--- src/hdl/mjsd_pkg.sv ---
package mjsd_pkg;

   localparam int LENGTH_BITS_DEFAULT = 24;
   localparam int QUEUE_DEPTH = 4;
   localparam int QUEUE_PTR_BITS = $clog2(QUEUE_DEPTH);

   localparam int KW_LEN_SIZE = 16;
   localparam int KW_TIME_SIZE = 9;
   localparam int LEN_POS_BITS = $clog2(KW_LEN_SIZE + 1);
   localparam int TIME_POS_BITS = $clog2(KW_TIME_SIZE + 1);
   localparam logic [8*KW_LEN_SIZE-1:0] KW_LEN_TEXT = "Content-length: ";
   localparam logic [8*KW_TIME_SIZE-1:0] KW_TIME_TEXT = "Current: ";

   localparam logic [7:0] MARK_PREFIX = 8'hFF;
   localparam logic [7:0] MARK_SOI = 8'hD8;
   localparam logic [7:0] MARK_EOI = 8'hD9;
   localparam logic [7:0] CHAR_CR = 8'h0D;
   localparam logic [7:0] CHAR_LF = 8'h0A;
   localparam logic [7:0] CHAR_UPPER_C = 8'h43;
   localparam logic [7:0] CHAR_ZERO = 8'h30;
   localparam logic [7:0] CHAR_NINE = 8'h39;

   localparam logic KIND_IMAGE = 1'b0;
   localparam logic KIND_TIME = 1'b1;

   typedef struct packed {
      logic [7:0] out_byte;
      logic kind;
      logic last_of_image;
      logic image_good;
      logic [15:0] good_count;
   } rsp_item_type;

   typedef struct packed {
      logic [1:0] count;
      rsp_item_type first;
      rsp_item_type second;
   } push_type;

   function automatic logic [7:0] kw_len_char(logic [LEN_POS_BITS-2:0] pos);
      kw_len_char = KW_LEN_TEXT[8*(KW_LEN_SIZE-1-int'(pos)) +: 8];
   endfunction

   function automatic logic [7:0] kw_time_char(logic [TIME_POS_BITS-1:0] pos);
      kw_time_char = KW_TIME_TEXT[8*(KW_TIME_SIZE-1-int'(pos)) +: 8];
   endfunction

endpackage

--- src/hdl/mjpeg_stream_deframer_core.sv ---
// motion-jpeg multipart deframer: one stream byte is taken per clock while full is low, and
// its results are queued in a four-entry result fifo that drains one result per clock
// through pop; image bytes have rsp_kind 0, timestamp text after "Current: " has rsp_kind 1,
// the frame length comes from the decimal value after "Content-length: " (saturating, at
// least 2) and an image starts at ff d8; the start marker yields two results in one clock,
// so full rises when fewer than two fifo entries are free, and a steady stream with pop held
// high runs at one byte per clock; the results of a byte are registered in the fifo and
// reach the ports in order once the results ahead of them have been popped
module mjpeg_stream_deframer_core #(
   parameter int LENGTH_BITS = mjsd_pkg::LENGTH_BITS_DEFAULT
) (
   input  logic clock,
   input  logic reset,
   input  logic push,
   input  logic [7:0] req_in_byte,
   output logic full,
   output logic empty,
   input  logic pop,
   output logic [7:0] rsp_out_byte,
   output logic rsp_kind,
   output logic rsp_last_of_image,
   output logic rsp_image_good,
   output logic [15:0] rsp_good_count
);
   import mjsd_pkg::*;

   push_type push_bus;
   rsp_item_type head;
   logic accept;

   assign accept = push && !full;

   mjsd_parser #(
      .LENGTH_BITS(LENGTH_BITS)
   ) u_parser (
      .clock(clock),
      .reset(reset),
      .accept(accept),
      .in_byte(req_in_byte),
      .push(push_bus)
   );

   mjsd_result_queue u_queue (
      .clock(clock),
      .reset(reset),
      .push(push_bus),
      .full(full),
      .empty(empty),
      .pop(pop),
      .head(head)
   );

   assign rsp_out_byte = head.out_byte;
   assign rsp_kind = head.kind;
   assign rsp_last_of_image = head.last_of_image;
   assign rsp_image_good = head.image_good;
   assign rsp_good_count = head.good_count;

endmodule

--- src/hdl/mjsd_parser.sv ---
module mjsd_parser #(
   parameter int LENGTH_BITS = mjsd_pkg::LENGTH_BITS_DEFAULT
) (
   input  logic clock,
   input  logic reset,
   input  logic accept,
   input  logic [7:0] in_byte,
   output mjsd_pkg::push_type push
);
   import mjsd_pkg::*;

   localparam logic [1:0] CAPTURE_NONE = 2'd0;
   localparam logic [1:0] CAPTURE_LENGTH = 2'd1;
   localparam logic [1:0] CAPTURE_TIME = 2'd2;
   localparam logic [LENGTH_BITS-1:0] LEN_MAX = {LENGTH_BITS{1'b1}};
   localparam logic [LENGTH_BITS-1:0] LEN_MIN = LENGTH_BITS'(2);

   logic in_image_ff, in_image_in;
   logic [7:0] previous_byte_ff;
   logic [LENGTH_BITS-1:0] frame_length_ff, frame_length_in;
   logic [LENGTH_BITS-1:0] bytes_left_ff, bytes_left_in;
   logic [LEN_POS_BITS-1:0] length_pos_ff, length_pos_in;
   logic [TIME_POS_BITS-1:0] time_pos_ff, time_pos_in;
   logic [1:0] capture_ff, capture_in;
   logic [15:0] tally_ff, tally_in;

   logic [LENGTH_BITS-1:0] bytes_dec;
   logic [LENGTH_BITS-1:0] len_fix;
   logic [LENGTH_BITS+3:0] acc;
   logic is_digit;
   logic tail_good;
   logic start_hit;
   logic length_hit, time_hit;
   logic [LEN_POS_BITS-1:0] length_pos_adv;
   logic [TIME_POS_BITS-1:0] time_pos_adv;
   logic restart_c;
   mjsd_pkg::push_type push_int;

   assign bytes_dec = (bytes_left_ff != '0) ? bytes_left_ff - 1'b1 : bytes_left_ff;
   assign len_fix = (frame_length_ff < LEN_MIN) ? LEN_MIN : frame_length_ff;
   assign is_digit = (in_byte >= CHAR_ZERO) && (in_byte <= CHAR_NINE);
   assign acc = {1'b0, frame_length_ff, 3'b000} + {3'b000, frame_length_ff, 1'b0}
                + (LENGTH_BITS+4)'(in_byte - CHAR_ZERO);
   assign tail_good = (previous_byte_ff == MARK_PREFIX) && (in_byte == MARK_EOI);
   assign start_hit = (previous_byte_ff == MARK_PREFIX) && (in_byte == MARK_SOI);
   assign restart_c = (in_byte == CHAR_UPPER_C);

   assign length_hit = (length_pos_ff < LEN_POS_BITS'(KW_LEN_SIZE))
                       && (kw_len_char(length_pos_ff[LEN_POS_BITS-2:0]) == in_byte);
   assign time_hit = (time_pos_ff < TIME_POS_BITS'(KW_TIME_SIZE))
                     && (kw_time_char(time_pos_ff) == in_byte);
   assign length_pos_adv = length_hit ? length_pos_ff + 1'b1 : LEN_POS_BITS'(restart_c);
   assign time_pos_adv = time_hit ? time_pos_ff + 1'b1 : TIME_POS_BITS'(restart_c);

   always_comb begin
      in_image_in = in_image_ff;
      frame_length_in = frame_length_ff;
      bytes_left_in = bytes_left_ff;
      length_pos_in = length_pos_ff;
      time_pos_in = time_pos_ff;
      capture_in = capture_ff;
      tally_in = tally_ff;
      push_int.count = 2'd0;
      push_int.first.out_byte = in_byte;
      push_int.first.kind = KIND_IMAGE;
      push_int.first.last_of_image = 1'b0;
      push_int.first.image_good = 1'b0;
      push_int.first.good_count = tally_ff;
      push_int.second = push_int.first;
      if (in_image_ff) begin
         push_int.count = 2'd1;
         bytes_left_in = bytes_dec;
         if (bytes_dec == '0) begin
            in_image_in = 1'b0;
            push_int.first.last_of_image = 1'b1;
            if (tail_good) begin
               tally_in = tally_ff + 1'b1;
               push_int.first.image_good = 1'b1;
               push_int.first.good_count = tally_ff + 1'b1;
            end
         end
      end else if (start_hit) begin
         push_int.count = 2'd2;
         push_int.first.out_byte = MARK_PREFIX;
         push_int.second.out_byte = MARK_SOI;
         push_int.second.last_of_image = (len_fix == LEN_MIN);
         capture_in = CAPTURE_NONE;
         length_pos_in = '0;
         time_pos_in = '0;
         bytes_left_in = len_fix - LEN_MIN;
         in_image_in = (len_fix != LEN_MIN);
      end else begin
         case (capture_ff)
            CAPTURE_LENGTH: begin
               if (is_digit) begin
                  frame_length_in = (acc > {4'b0000, LEN_MAX}) ? LEN_MAX
                                                              : acc[LENGTH_BITS-1:0];
               end else begin
                  capture_in = CAPTURE_NONE;
               end
            end
            CAPTURE_TIME: begin
               if (in_byte == CHAR_CR || in_byte == CHAR_LF || in_byte == MARK_PREFIX) begin
                  capture_in = CAPTURE_NONE;
               end else begin
                  push_int.count = 2'd1;
                  push_int.first.kind = KIND_TIME;
               end
            end
            default: begin
               length_pos_in = length_pos_adv;
               time_pos_in = time_pos_adv;
               if (length_pos_adv >= LEN_POS_BITS'(KW_LEN_SIZE)) begin
                  capture_in = CAPTURE_LENGTH;
                  frame_length_in = '0;
                  length_pos_in = '0;
                  time_pos_in = '0;
               end else if (time_pos_adv >= TIME_POS_BITS'(KW_TIME_SIZE)) begin
                  capture_in = CAPTURE_TIME;
                  length_pos_in = '0;
                  time_pos_in = '0;
               end
            end
         endcase
      end
   end

   always_comb begin
      push = push_int;
      if (!accept) begin
         push.count = 2'd0;
      end
   end

   always_ff @(posedge clock) begin
      if (reset) begin
         in_image_ff <= 1'b0;
         previous_byte_ff <= '0;
         frame_length_ff <= '0;
         bytes_left_ff <= '0;
         length_pos_ff <= '0;
         time_pos_ff <= '0;
         capture_ff <= CAPTURE_NONE;
         tally_ff <= '0;
      end else if (accept) begin
         in_image_ff <= in_image_in;
         previous_byte_ff <= in_byte;
         frame_length_ff <= frame_length_in;
         bytes_left_ff <= bytes_left_in;
         length_pos_ff <= length_pos_in;
         time_pos_ff <= time_pos_in;
         capture_ff <= capture_in;
         tally_ff <= tally_in;
      end
   end

endmodule

--- src/hdl/mjsd_result_queue.sv ---
module mjsd_result_queue (
   input  logic clock,
   input  logic reset,
   input  mjsd_pkg::push_type push,
   output logic full,
   output logic empty,
   input  logic pop,
   output mjsd_pkg::rsp_item_type head
);
   import mjsd_pkg::*;

   rsp_item_type mem [QUEUE_DEPTH];
   logic [QUEUE_PTR_BITS-1:0] wr_ptr_ff, wr_ptr_in;
   logic [QUEUE_PTR_BITS-1:0] rd_ptr_ff, rd_ptr_in;
   logic [QUEUE_PTR_BITS:0] count_ff, count_in;
   logic pop_ok;

   assign empty = (count_ff == '0);
   assign full = (count_ff > (QUEUE_PTR_BITS+1)'(QUEUE_DEPTH - 2));
   assign pop_ok = pop && !empty;
   assign head = mem[rd_ptr_ff];

   assign wr_ptr_in = wr_ptr_ff + QUEUE_PTR_BITS'(push.count);
   assign rd_ptr_in = rd_ptr_ff + QUEUE_PTR_BITS'(pop_ok);
   assign count_in = count_ff + (QUEUE_PTR_BITS+1)'(push.count)
                     - (QUEUE_PTR_BITS+1)'(pop_ok);

   always_ff @(posedge clock) begin
      if (push.count != 2'd0) begin
         mem[wr_ptr_ff] <= push.first;
      end
      if (push.count == 2'd2) begin
         mem[QUEUE_PTR_BITS'(wr_ptr_ff + 1'b1)] <= push.second;
      end
   end

   always_ff @(posedge clock) begin
      if (reset) begin
         wr_ptr_ff <= '0;
         rd_ptr_ff <= '0;
         count_ff <= '0;
      end else begin
         wr_ptr_ff <= wr_ptr_in;
         rd_ptr_ff <= rd_ptr_in;
         count_ff <= count_in;
      end
   end

endmodule

--- config.mk ---
export PLATFORM = sky130hd
export DESIGN_NAME = mjpeg_stream_deframer_core
export DESIGN_NICKNAME = d
export VERILOG_FILES = /design/src/hdl/mjsd_pkg.sv /design/src/hdl/mjpeg_stream_deframer_core.sv /design/src/hdl/mjsd_parser.sv /design/src/hdl/mjsd_result_queue.sv
export SDC_FILE = /design/constraint.sdc
export NUM_CORES = 1
export LEC_CHECK = 0
export BUFFER_PORTS_ARGS = -buffer_cell sky130_fd_sc_hd__buf_2
export CELL_PAD_IN_SITES_DETAIL_PLACEMENT = 0
export CELL_PAD_IN_SITES_GLOBAL_PLACEMENT = 2
export CORE_MARGIN = 1
export CORE_UTILIZATION = 35
export DETAILED_ROUTE_END_ITERATION = 12
export PLACE_DENSITY_LB_ADDON = 0.25
export SLEW_MARGIN = 20
export SYNTH_ARGS = -nofsm -noshare
export SYNTH_HDL_FRONTEND = slang
export SYNTH_HIERARCHICAL = 1
export SYNTH_SLANG_ARGS = --single-unit
--- constraint.sdc ---
create_clock -name clock -period 7.7 [get_ports clock]
set_clock_uncertainty 0.2 [all_clocks]
set_input_delay 1.155 -clock clock [delete_from_list [all_inputs] [get_ports clock]]
set_output_delay 1.155 -clock clock [all_outputs]
set_load 0.02 [all_outputs]
==> results of run 1 <==
kinds of logic after synthesis:
family          synth area share [%]
simple gates                    16.0
compound gates                  13.3
flops                           37.5
mux                             15.1
buf+inv                         4.46
xor+xnor                        5.45
fa+ha+maj                       8.10
other cells                   0.0278
power by group:
part / leakage, uW / switching (uW) / internal, uW
logic: 0.00347 / 233 / 177
clock network: 0.000286 / 445 / 463
registers: 0.00180 / 10.4 / 1120
cells in the mapped netlist, drive strengths merged (4+ instances only):
cell type  count
clkbuf        48
o21ai         52
o21bai         9
nor3          31
ha            49
buf           43
a31oi         11
mux2i         15
xnor2         45
nor2         105
fa            24
nand2         92
a22oi          7
nor3b          5
or3           27
a211o          6
or4           19
a21oi         77
xor2          33
nand4         17
nor4          13
a211oi        10
o31ai          5
edfxtp       108
mux4          27
and3          10
nand4b         4
o211ai        10
nand3b         4
inv           37
a21o          12
nand3         30
o21a          11
or2           17
nand2b        11
o22ai         13
a32oi          5
a221o         21
dfxtp         91
mux2         114
nor2b         12
path summary, 6_finish.rpt:
check                                      to  slack, ns  cells after the start
setup reg to reg            u_queue/mem[0][8]       2.69                     11
setup / recovery  u_parser/frame_length_ff[2]       1.96                     14
hold / removal      u_parser/length_pos_ff[4]       0.29                      1
hold reg to reg     u_parser/length_pos_ff[4]       0.29                      1
through the flow:
stage | setup WS [ns] | area [um^2]
after floorplan | 1.10 | 13500
after global placement | 1.38 | 14000
after global routing | 1.69 | 14600
after detailed placement | 1.28 | 14000
after CTS | 1.75 | 14600
final | 1.96 | 14600
registers in the layout, summed over array words and instances (netlist names):
register,flops
u_queue/rd_ptr_ff,2
u_queue/wr_ptr_ff,2
u_parser/length_pos_ff,5
u_parser/bytes_left_ff,24
u_parser/capture_ff,2
u_parser/previous_byte_ff,8
u_parser/time_pos_ff,4
u_parser/frame_length_ff,24
u_parser/in_image_ff,1
u_parser/tally_ff,16
u_queue/count_ff,3
u_queue/mem,108
routing by layer:
metal	vias up	share of wire [%]	track usage, %
met4	0	1.2	3.85
met2	133	49	31.1
met1	4854	48	24.2
li1	4903	-	-
met3	20	2.4	2.17
met5	-	0	0
final cells by class:
| type | instances | area (um^2) | area share [%] |
|---|---|---|---|
| flip-flops and latches | 199 | 5070 | 34.6 |
| clock inverters | 14 | 156 | 1.07 |
| repair buffers | 56 | 320 | 2.19 |
| well taps | 511 | 639 | 4.37 |
| clock buffers | 18 | 429 | 2.93 |
| multi-input cells | 996 | 7890 | 53.9 |
| inverters | 38 | 143 | 0.974 |
==> reports/metrics.csv, run 1 <==
metric;value;unit
Yosys top cell by area;edfxtp_1;
crit-path cells;buf_2 -> ha_1 -> nor3_2 -> buf_4 -> fa_1 -> ha_1 -> and3_1 -> and3_1 -> nor3_1 -> a21oi_1 -> or4_1 -> nand4_1 -> a31oi_4 -> a221o_1;
most frequent cells in the layout;mux2_2, edfxtp_1, nor2_1, nand2_1, dfxtp_1;
Worst path max stage delay;0.61;ns
Final Max Tran Viols;0;
Clock Path Buffers;2;
Primary FF master, synth;edfxtp_1;
Die Height;198;um
P&R area growth vs syn;8.42;%
largest net degree at the start of global routing;67;
via count;9910;
max_cap viols;0;
fillers;3789;
GR Overflow Total;0;
Via-to-Cell Ratio;5.41;
Min-Delay Path Class;flip-flop to flip-flop;
Routed WL;34.4;mm
power per cell area;167;nW/um^2
fmax;174;MHz
Worst-Skew Late Latency;0.45;ns
clock period minus worst slack;5.74;ns
DRT iter0 DRCs;702;
CTS resizes;0;
Die ar.;39400;um^2
Design Power;2450;uW
Worst Path Arrival;5.87;ns
Post-CTS Setup Repair Bufs;0;
First-pass DRT Iterations;5;
TritonCTS clock tree;built;
fraction of layout cells with a size suffix above 1;20.1;%
global-route wire length before repair;55.4;mm
register area share after synthesis;37.5;%
Synth Cell Area;13500;um^2
Setup Viol. Count Final;0;
wire per inst;18.8;um
Async SR Flop Fraction;0;%
number of synthesized flops with an enable pin;108;
CORE AREA;37800;um^2
RSZ-0062 raised after global routing;no;
commonest non-fill, non-tap cell in the layout;mux2_2;
Required @ worst endpoint;7.83;ns
Initial Util;35.7;%
status;finished clean;
Worst Min Path Start;u_parser/length_pos_ff[4];
cell count after placement;1800;
distinct cell type count after synthesis;83;
Clock H-tree levels;4;
GRT Total Usage;18.1;%
Avg Cell Area, Syn;10.2;um^2
number of remaining DRC errors;0;
relative slew slack;36.9;%
LEAKAGE;0.00556;uW
Clock Sinks;199;
Finished Layout Cells;1832;
CP top delay family;simple AND/OR/NAND/NOR gates;
Yosys reg bits;199;
CP Launch Point;req_in_byte[4];
clock slew seen by the registers of the worst setup and hold paths;0.07;ns
share of the synthesized area in the top cell type;24.0;%
synth top area cells;edfxtp_1, dfxtp_1, mux2_2;
initial antenna violation count;0;
synthesized instance count;1323;
row cnt;71;
vias in the first global route;9760;
dpl hpwl;23.8;mm
hold slack;0.291;ns
VDD IR max;0.109;mV
period utilization;74.6;%
WP buf/inv;2;
Antenna Nets Post-Route;0;
CP max FO;23;
crit end category;flip-flop;
Startpoint Class;input port;
Worst Max-Slew Pin Slew;0.946;ns
worst reg2reg path startpoint;u_parser/bytes_left_ff[16];
IO buf count;40;
Post-Route Utilization;38.7;%
CP Class;input port to flip-flop;
setup_tns;0;ns
cts bufs inserted;17;
GPL Wtd Cong;0.819;
Synth Warn #;6;
# diodes;0;
Max stage delay cell, worst path;nor3_2;
# IOs;41;
nets;1393;
final hold vios;0;
clk root buf;clkbuf_16;
hold buffers post-CTS;0;
Die Span X;198;um
Power figures use the tool's default switching activity.
==> inputs of run 2 (changes only) <==
==> constraint.sdc (replaced) <==
create_clock -name clock -period 5.82 [get_ports clock]
set_clock_uncertainty 0.2 [all_clocks]
set_input_delay 0.873 -clock clock [delete_from_list [all_inputs] [get_ports clock]]
set_output_delay 0.873 -clock clock [all_outputs]
set_load 0.02 [all_outputs]
==> reports/metrics.csv, run 2 (same netlist as run 1, synthesis figures left out) <==
metric;value;unit;change
fillers;3790;;+0.026%
most frequent cells in the layout;mux2_2, edfxtp_1, nor2_1, nand2_1, dfxtp_1;;
period utilization;82.3;%;
CTS resizes;0;;unchanged
Initial Util;35.7;%;unchanged
commonest non-fill, non-tap cell in the layout;mux2_2;;
Worst-Skew Late Latency;0.45;ns;about the same
GRT Total Usage;18.3;%;+0.25 points
GR Overflow Total;0;;unchanged
max FFs per register;108;;unchanged
Worst path max stage delay;0.48;ns;-0.13 ns
Final Max Tran Viols;0;;unchanged
largest register by flop count;u_queue/mem;;
Post-Route Utilization;39.0;%;+0.35 points
clk root buf;clkbuf_16;;
Antenna Nets Post-Route;0;;unchanged
clock slew seen by the registers of the worst setup and hold paths;0.08;ns;about the same
Design Area, Final;14800;um^2;+0.90%
# diodes;0;;unchanged
fmax;209;MHz;
wire per inst;19.0;um;+1.1%
First-pass DRT Iterations;5;;unchanged
TritonCTS clock tree;built;;
power per cell area;223;nW/um^2;+33%
crit end category;flip-flop;;
Multi-input gate area;7890;um^2;about the same
number of remaining DRC errors;0;;unchanged
nets;1406;;+0.93%
FF+latch area;5070;um^2;about the same
dpl hpwl;24.5;mm;+3.0%
hold buffers post-CTS;0;;unchanged
GPL Wtd Cong;0.819;;about the same
relative slew slack;34.7;%;-2.3 points
crit path capture;u_parser/frame_length_ff[23];;
reg-to-reg endpoint;u_queue/mem[0][7];;
DP Worst Slack;0.573;ns;-0.710 ns
Die Height;198;um;unchanged
CP Class;input port to flip-flop;;
Routed WL;35.0;mm;+1.9%
initial antenna violation count;0;;unchanged
cts bufs inserted;17;;unchanged
VDD IR max;0.140;mV;+28%
setup slack, reg-to-reg;1.34;ns;-1.35 ns
via count;10011;;+1.0%
P&R area growth vs syn;9.39;%;
largest net degree at the start of global routing;67;;unchanged
Via-to-Cell Ratio;5.43;;+0.31%
Design Power;3290;uW;+34%
Startpoint Class;input port;;
Setup Viol. Count Final;0;;unchanged
Die ar.;39400;um^2;unchanged
Post-CTS Setup Repair Bufs;0;;unchanged
crit-path cells;buf_2 -> ha_1 -> nor3_4 -> buf_4 -> fa_1 -> ha_1 -> a21oi_1 -> o21ai_0 -> and3_1 -> nor3_1 -> a21oi_1 -> or4_1 -> nand4_1 -> a31oi_2 -> buf_4 -> a221o_1;;
Worst Path Arrival;4.92;ns;-0.95 ns
Die Span X;198;um;unchanged
Min-Delay Path Class;flip-flop to flip-flop;;
Max stage delay cell, worst path;fa_1;;
RSZ-0062 raised after global routing;no;;
Clock Path Buffers;2;;unchanged
top flop regs;u_queue/mem x108, u_parser/bytes_left_ff x24, u_parser/frame_length_ff x24;;
max_cap viols;0;;unchanged
CORE AREA;37800;um^2;unchanged
Required @ worst endpoint;5.95;ns;-1.88 ns
Worst Max-Slew Pin Slew;0.979;ns;+0.0331 ns
DRT iter0 DRCs;535;;-24%
fraction of layout cells with a size suffix above 1;21.1;%;+0.93 points
final hold vios;0;;unchanged
vias in the first global route;9741;;-0.19%
worst setup margin;1.03;ns;-0.930 ns
worst reg2reg path startpoint;u_parser/bytes_left_ff[0];;
clock period minus worst slack;4.79;ns;
CP max FO;23;;unchanged
Reg2Reg Depth;14;;+3
# IOs;41;;unchanged
setup_tns;0;ns;unchanged
row cnt;71;;unchanged
Clock H-tree levels;4;;unchanged
global-route wire length before repair;55.9;mm;+0.98%
IO buf count;40;;unchanged
LEAKAGE;0.00564;uW;+1.5%
Clock Sinks;199;;unchanged
CP Launch Point;req_in_byte[4];;
status;finished clean;;
DP Area;14200;um^2;+0.84%
## run 2: metrics by stage
step,hold slack [ns],cells
final,0.283,1845
after global routing,0.312,1845
after CTS,0.287,1845
after detailed placement,0.273,1813
after global placement,0.269,1813
after floorplan,0.253,1324
## run 2: report_power, final
group          leakage [uW]  internal, uW  total (uW)  switching, uW
Sequential          0.00180          1490        1510           29.5
Clock              0.000300           654        1240            591
Combinational       0.00354           236         532            296
Total               0.00564          2380        3290            916
## run 2: worst min path at each step
stage,startpoint,end,slack [ns],cells past startpoint
after floorplan,u_parser/length_pos_ff[4],u_parser/length_pos_ff[4],0.25,1
after global placement,u_parser/length_pos_ff[4],u_parser/length_pos_ff[4],0.27,1
after detailed placement,u_parser/length_pos_ff[4],u_parser/length_pos_ff[4],0.27,1
after CTS,u_parser/length_pos_ff[4],u_parser/length_pos_ff[4],0.29,1
after global routing,u_parser/length_pos_ff[4],u_parser/length_pos_ff[4],0.31,1
final,u_parser/length_pos_ff[4],u_parser/length_pos_ff[4],0.28,1
## run 2: per-layer routing
metal	share of wire [%]	vias up	track usage, %
met5	0	-	0
met4	1.1	0	4.19
met3	2.9	24	2.20
met2	48	153	31.1
met1	48	4903	24.9
li1	-	4931	-
## run 2: worst max-delay path, delay by kind of cell
| kind | cells | cell delay [ns] |
|---|---|---|
| AND/OR/NAND/NOR | 5 | 1.24 |
| buffers and inverters | 3 | 0.70 |
| adder cells (fa/ha/maj) | 3 | 1.17 |
| AO/OA/AOI/OAI | 5 | 0.93 |
## run 2: layout make-up
type	instances	share of cell area [%]
multi-input combinational	996	53.4
sequential	199	34.3
tap	511	4.33
timing repair buffer	69	2.91
clock buffer	17	2.88
clock inverter	15	1.24
inverter	38	0.965
==> inputs of run 3 (changes only) <==
==> constraint.sdc (replaced) <==
create_clock -name clock -period 4.5 [get_ports clock]
set_clock_uncertainty 0.2 [all_clocks]
set_input_delay 0.675 -clock clock [delete_from_list [all_inputs] [get_ports clock]]
set_output_delay 0.675 -clock clock [all_outputs]
set_load 0.02 [all_outputs]
==> reports/metrics.csv, run 3 (same netlist as run 1, synthesis figures left out) <==
metric;value;unit;change
status;finished clean;;
Worst Path Arrival;4.13;ns;-0.79 ns
met2 Use GR;32.6;%;+1.5 points
clk root buf;clkbuf_16;;
Most Used Layer, Global Route;met2;;
CP Class;flip-flop to flip-flop;;
TritonCTS clock tree;built;;
Min-Delay Path Class;flip-flop to flip-flop;;
fillers;3738;;-1.4%
Die ar.;39400;um^2;unchanged
reg-to-reg endpoint;u_queue/mem[3][8];;
clock period minus worst slack;4.13;ns;
max_cap viols;0;;unchanged
Reg2Reg Depth;12;;-2
LEAKAGE;0.00600;uW;+6.2%
IO buf count;40;;unchanged
period utilization;91.7;%;
# diodes;0;;unchanged
Startpoint Class;flip-flop;;
setup slack, reg-to-reg;0.37;ns;-0.97 ns
initial antenna violation count;0;;unchanged
crit end category;flip-flop;;
hold buffers post-CTS;0;;unchanged
relative slew slack;38.0;%;+3.3 points
Die Height;198;um;unchanged
Post-CTS Setup Repair Bufs;0;;unchanged
largest register by flop count;u_queue/mem;;
Worst Min Path Start;u_parser/length_pos_ff[4];;
dpl hpwl;25.2;mm;+3.1%
hold path cells;1;;unchanged
via count;10209;;+2.0%
number of remaining DRC errors;0;;unchanged
GRT Total Usage;18.8;%;+0.49 points
Setup Viol. Count Final;0;;unchanged
Die Span X;198;um;unchanged
CP Launch Point;u_parser/bytes_left_ff[18];;
crit path capture;u_queue/mem[3][8];;
Design Area, Final;15400;um^2;+4.3%
CORE AREA;37800;um^2;unchanged
Clock Path Buffers;2;;unchanged
Worst Max-Slew Pin Slew;0.930;ns;-0.0486 ns
Via-to-Cell Ratio;5.34;;-1.6%
vias in the first global route;10090;;+3.6%
largest net degree at the start of global routing;67;;unchanged
Clock Sinks;199;;unchanged
top flop regs;u_queue/mem x108, u_parser/bytes_left_ff x24, u_parser/frame_length_ff x24;;
cts bufs inserted;17;;unchanged
routing usage on met1;25.4;%;+0.50 points
wire per inst;18.6;um;-2.1%
fraction of layout cells with a size suffix above 1;25.2;%;+4.1 points
most frequent cells in the layout;mux2_2, edfxtp_1, nor2_1, nand2_1, buf_4;;
GR Overflow Total;0;;unchanged
global-route wire length before repair;57.4;mm;+2.7%
Final Max Tran Viols;0;;unchanged
Design Power;4290;uW;+30%
row cnt;71;;unchanged
commonest non-fill, non-tap cell in the layout;mux2_2;;
Worst-Skew Late Latency;0.45;ns;about the same
Antenna Nets Post-Route;0;;unchanged
fmax;242;MHz;
worst reg2reg path startpoint;u_parser/bytes_left_ff[18];;
Initial Util;35.7;%;unchanged
DP Area;14800;um^2;+4.4%
First-pass DRT Iterations;7;;+2
RSZ-0062 raised after global routing;no;;
nets;1473;;+4.8%
Required @ worst endpoint;4.50;ns;-1.45 ns
# IOs;41;;unchanged
clock slew seen by the registers of the worst setup and hold paths;0.07;ns;about the same
final hold vios;0;;unchanged
Clock H-tree levels;4;;unchanged
setup_tns;0;ns;unchanged
Routed WL;35.5;mm;+1.5%
DRT iter0 DRCs;530;;-0.93%
GPL Wtd Cong;0.831;;+1.4%
grt met3 use;1.75;%;-0.46 points
P&R area growth vs syn;14.1;%;
power per cell area;279;nW/um^2;+25%
CP max FO;13;;-43%
CTS resizes;0;;unchanged
max FFs per register;108;;unchanged
VDD IR max;0.209;mV;+50%
[run 3: changes by cell type in the layout (fill, tap and decap cells not counted), sizes merged]
cell      previous run  this run
buf                 69       136
clkinvlp             0         3
inv                 45        42
bufinv               2         3
clkinv               6         5
[run 3: layout make-up]
| cell class | instances | area, um^2 | share of cell area, % |
|---|---|---|---|
| Clock buffer | 17 | 425 | 2.76 |
| Clock inverter | 15 | 191 | 1.24 |
| Inverter | 38 | 143 | 0.926 |
| Multi-Input combinational cell | 996 | 7950 | 51.6 |
| Sequential cell | 199 | 5070 | 32.9 |
| Tap cell | 511 | 639 | 4.15 |
| Timing Repair Buffer | 136 | 983 | 6.38 |
[run 3: power breakdown]
group	internal [uW]	switching [uW]	leakage (uW)	total (uW)
Sequential	1920	86.6	0.00180	2010
Combinational	328	338	0.00390	665
Clock	888	732	0.000291	1620
[run 3: metal layers]
| metal | vias to the layer above | part of all wire, % |
|---|---|---|
| met5 | - | 0 |
| met4 | 0 | 0.81 |
| met3 | 12 | 2.1 |
| met2 | 138 | 50 |
| met1 | 4990 | 48 |
| li1 | 5069 | - |
[run 3: stage by stage]
| step | instances | util (%) | hold WS (ns) | worst slack (ns) |
|---|---|---|---|---|
| floorplan | 1324 | - | 0.253 | -0.209 |
| global placement | 1880 | 39.1 | 0.271 | 0.00317 |
| detailed placement | 1880 | 39.1 | 0.274 | -0.0820 |
| CTS | 1912 | 40.7 | 0.288 | 0.354 |
| global route | 1912 | 40.7 | 0.308 | 0.0892 |
| finish | 1912 | 40.7 | 0.292 | 0.372 |
[run 3: how the worst min path moves through the flow]
stage,to,slack [ns]
2_1_floorplan,u_parser/length_pos_ff[4],0.25
3_3_place_gp,u_parser/length_pos_ff[4],0.27
3_5_place_dp,u_parser/length_pos_ff[4],0.27
4_1_cts,u_parser/length_pos_ff[4],0.29
5_1_grt,u_parser/length_pos_ff[4],0.31
6_report,u_parser/length_pos_ff[4],0.29
[run 3: worst max-delay path, stage by stage, from the launching register on]
cell and delay [ns]:
dfxtp_1 0.35, or4_1 0.53, or4_4 0.45, or4_1 0.47
mux2i_1 0.16, nor4_1 0.21, and4bb_2 0.38, nand3_1 0.16
buf_12 0.19, inv_2 0.18, nand2_1 0.11, xnor2_1 0.19
mux2_2 0.29
